### config.mk
export PLATFORM = sky130hd
export DESIGN_NAME = sam_ram
export DESIGN_NICKNAME = d
export VERILOG_FILES = /design/src/hw/rtl/sam_ram.sv
export SDC_FILE = /design/constraint.sdc
export NUM_CORES = 1
export LEC_CHECK = 0
export BUFFER_PORTS_ARGS = -buffer_cell sky130_fd_sc_hd__buf_2
export CAP_MARGIN = 5
export CELL_PAD_IN_SITES_DETAIL_PLACEMENT = 1
export CELL_PAD_IN_SITES_GLOBAL_PLACEMENT = 2
export CORE_ASPECT_RATIO = 1.2
export CORE_MARGIN = 5
export CORE_UTILIZATION = 23
export DETAILED_ROUTE_END_ITERATION = 8
export PLACE_DENSITY = 0.48
export SLEW_MARGIN = 10
export SYNTH_ARGS = -nofsm -noshare
export SYNTH_HDL_FRONTEND = slang
export SYNTH_SLANG_ARGS = --single-unit
export TNS_END_PERCENT = 30
### constraint.sdc
create_clock -name clk -period 5.7 [get_ports clk]
set_clock_uncertainty 0.2 [all_clocks]
set_input_delay 1.14 -clock clk [delete_from_list [all_inputs] [get_ports clk]]
set_output_delay 1.14 -clock clk [all_outputs]
set_load 0.02 [all_outputs]
### src/hw/rtl/sam_ram.sv
// ----------------------------------------------------------------------------
// sam_ram
// generic single port ram with registered read
// ----------------------------------------------------------------------------
module sam_ram #(
  parameter int WIDTH = 8,
  parameter int DEPTH = 16
) (
  input  logic                     clk,
  input  logic                     we,
  input  logic [$clog2(DEPTH)-1:0] addr,
  input  logic [WIDTH-1:0]         wdata,
  output logic [WIDTH-1:0]         rdata
);
  logic [WIDTH-1:0] mem [DEPTH];
  always_ff @(posedge clk) begin
    if (we) mem[addr] <= wdata;
    rdata <= mem[addr];
  end
endmodule

==> flow_summary.yaml <==
outcome:
  status: "complete, no violations"
clock_tree:
  clk_pin_slew_ns: 0.06
  cts-resized-gates: 0
  cts_buffer_depth: 2
  cts_setup_buffers: 0
  h-tree-depth: 4
  cts.sinks: 136
  holdBufCountCts: 0
  cts_tree: "yes"
  clk_latency_ns: 0.41
  cts_root_buffer: "clkbuf_16"
  cts_buffers: 17
power_and_ir_drop:
  ir_drop_mv: 0.211
  leakage_nw: 1.92
  powerDensity_mw_per_mm2: 381
yosys:
  yosysTopAreaCell: "edfxtp_1"
  yosys_register_bits: 136
  seq_area_frac_synth_pct: 79.0
  yosys.cell_types.count: 18
  synthCells: 230
  synth_nets: 244
  synth_area_leaders: "edfxtp_1 76%, mux4_2 14%, dfxtp_1 3.2%, a22oi_1 2.4%, nor2_1 0.96%"
  synth_top_area_share_pct: 75.9
  syn_avg_cell_area_um2: 22.0
  syn-cell-area_mm2: 0.00507
  synth_warnings: 0
timing:
  fmax_mhz: 332
  grt_setup_unrepaired: "false"
  setup_viol: 0
  relSlewSlack_pct: 36.1
  finalMaxSlewViolations: 0
  fin_tns_setup_ns: 0
  hold_viol_final: 0
  period_share_pct: 52.8
  layout_min_cycle_time_ns: 3.01
  worst_slew_pin_slew_ns: 0.951
layout:
  diodes: 0
  syn2layout_area_growth_pct: 20.0
  drive_gt1_share_pct: 32.1
  num-nets-final: 278
  final-seq-area_mm2: 0.00400
  multiInputGateArea_mm2: 0.00101
  fin_cells: 551
  fill_cells: 2240
worst_setup_path:
  cp.required_ns: 5.77
  crit_path_start_kind: "primary input"
  critPathKind: "in2reg"
  cp-end-kind: "flop"
  cp.arrival_ns: 3.08
  cp_max_fo: 25
  r2r_setup_slack_ns: 4.00
flow_run:
  maxCapViolCount: 0
floorplan:
  core_mm2: 0.0217
  rows: 59
  io_pins: 22
  dieHeight_um: 173
  initial_core_util_pct: 23.3
  die_x_um: 146
  die_area_mm2: 0.0251
grt:
  grt.total_usage_pct: 9.57
  grt_pass1_wl_um: 17200
  grt_max_degree: 34
  antenna_found_initial: 0
  grt_overflow: 0
  grt_pass1_vias: 2552
route:
  drt-initial-drc-count: 137
  wl_per_cell_um: 21.0
  first_pass_iters: 4
  postRouteAntennaNets: 0
  avgViaCountPerCell: 4.16
  totalWireLength_um: 11600
  drc: 0
  vias: 2292
placed_design:
  place_inst: 519
  port_buffers: 21
  routabilityCongestion: 0.658
  dp_hpwl_um: 7530
min_path:
  min_path_type: "reg2reg"
==> sequential cells by signal, summed over array words and instances (netlist names) <==
name   count
rdata      8
mem      128
==> cells in the mapped netlist, drive strengths merged <==
cell type and number:
mux4 32, nor2b 2, dfxtp 8, clkbuf 3, a22oi 16, buf 8, nor2 13, and2 1
nand3 1, nor3 4, nand2b 2, edfxtp 128, or3b 1, nand2 9, nand3b 2
==> per-stage QoR <==
step | cell area [um^2] | hold WS [ns] | worst slack [ns] | util (%) | power, W
2_1_floorplan | 5070 | 0.435 | 2.87 | - | 0.00121
4_1_cts | 6080 | 0.472 | 2.53 | 28.0 | 0.00235
3_3_place_gp | 5500 | 0.473 | 2.13 | 25.3 | 0.00126
3_5_place_dp | 5500 | 0.464 | 2.09 | 25.3 | 0.00126
6_report | 6080 | 0.473 | 2.69 | 28.0 | 0.00232
5_1_grt | 6080 | 0.506 | 2.46 | 28.0 | 0.00239
==> path summary, 6_finish.rpt <==
| path | from | to | cells after the start |
|---|---|---|---|
| min | mem[14][1] | rdata[1] | 3 |
| min reg2reg | mem[14][1] | rdata[1] | 3 |
| max | addr[0] | rdata[5] | 5 |
| max reg2reg | mem[3][5] | rdata[5] | 3 |
==> area by class of cell <==
cell class | count | share of cell area [%]
multi-input cells | 83 | 16.6
flip-flops and latches | 136 | 65.8
clock inverters | 15 | 2.63
repair buffers | 26 | 2.34
well taps | 274 | 5.64
clock buffers | 17 | 6.99
==> worst max-delay path, stage by stage <==
cell and delay, ns:
buf_2 0.62, buf_4 0.43, mux4_2 0.55, a22oi_1 0.19
nand2_1 0.13
==> cell families (layout without fill, tap and decap cells) <==
group	Yosys count	count (layout)	share of synthesized area, %
muxes	32	32	14.2
DFF	136	136	79.0
buffers and inverters	11	58	1.19
AOI/OAI and AO/OA	16	16	2.37
and+or+nand+nor	35	35	3.21
==> layout by cell type (no fill, tap or decap), drive strengths merged <==
cell type / instances
edfxtp: 128
mux4: 32
buf: 26
clkbuf: 17
a22oi: 16
nor2: 13
nand2: 9
dfxtp: 8
clkinv: 8
clkinvlp: 4
nor3: 4
bufinv: 3
nor2b: 2
nand3b: 2
nand2b: 2
and2: 1
nand3: 1
or3b: 1
==> power by group <==
part,switching [W],internal [W]
Combinational,0.0000699,0.0000409
Clock,0.000404,0.000679
Sequential,0.00000650,0.00112
Total,0.000480,0.00184
==> layer usage <==
metal,global-route usage (%),part of all wire (%)
met5,0,0
met1,10.8,41
met3,2.70,3.1
met2,16.9,54
met4,3.97,1.8
No activity file was read; power rests on OpenSTA's default activity.
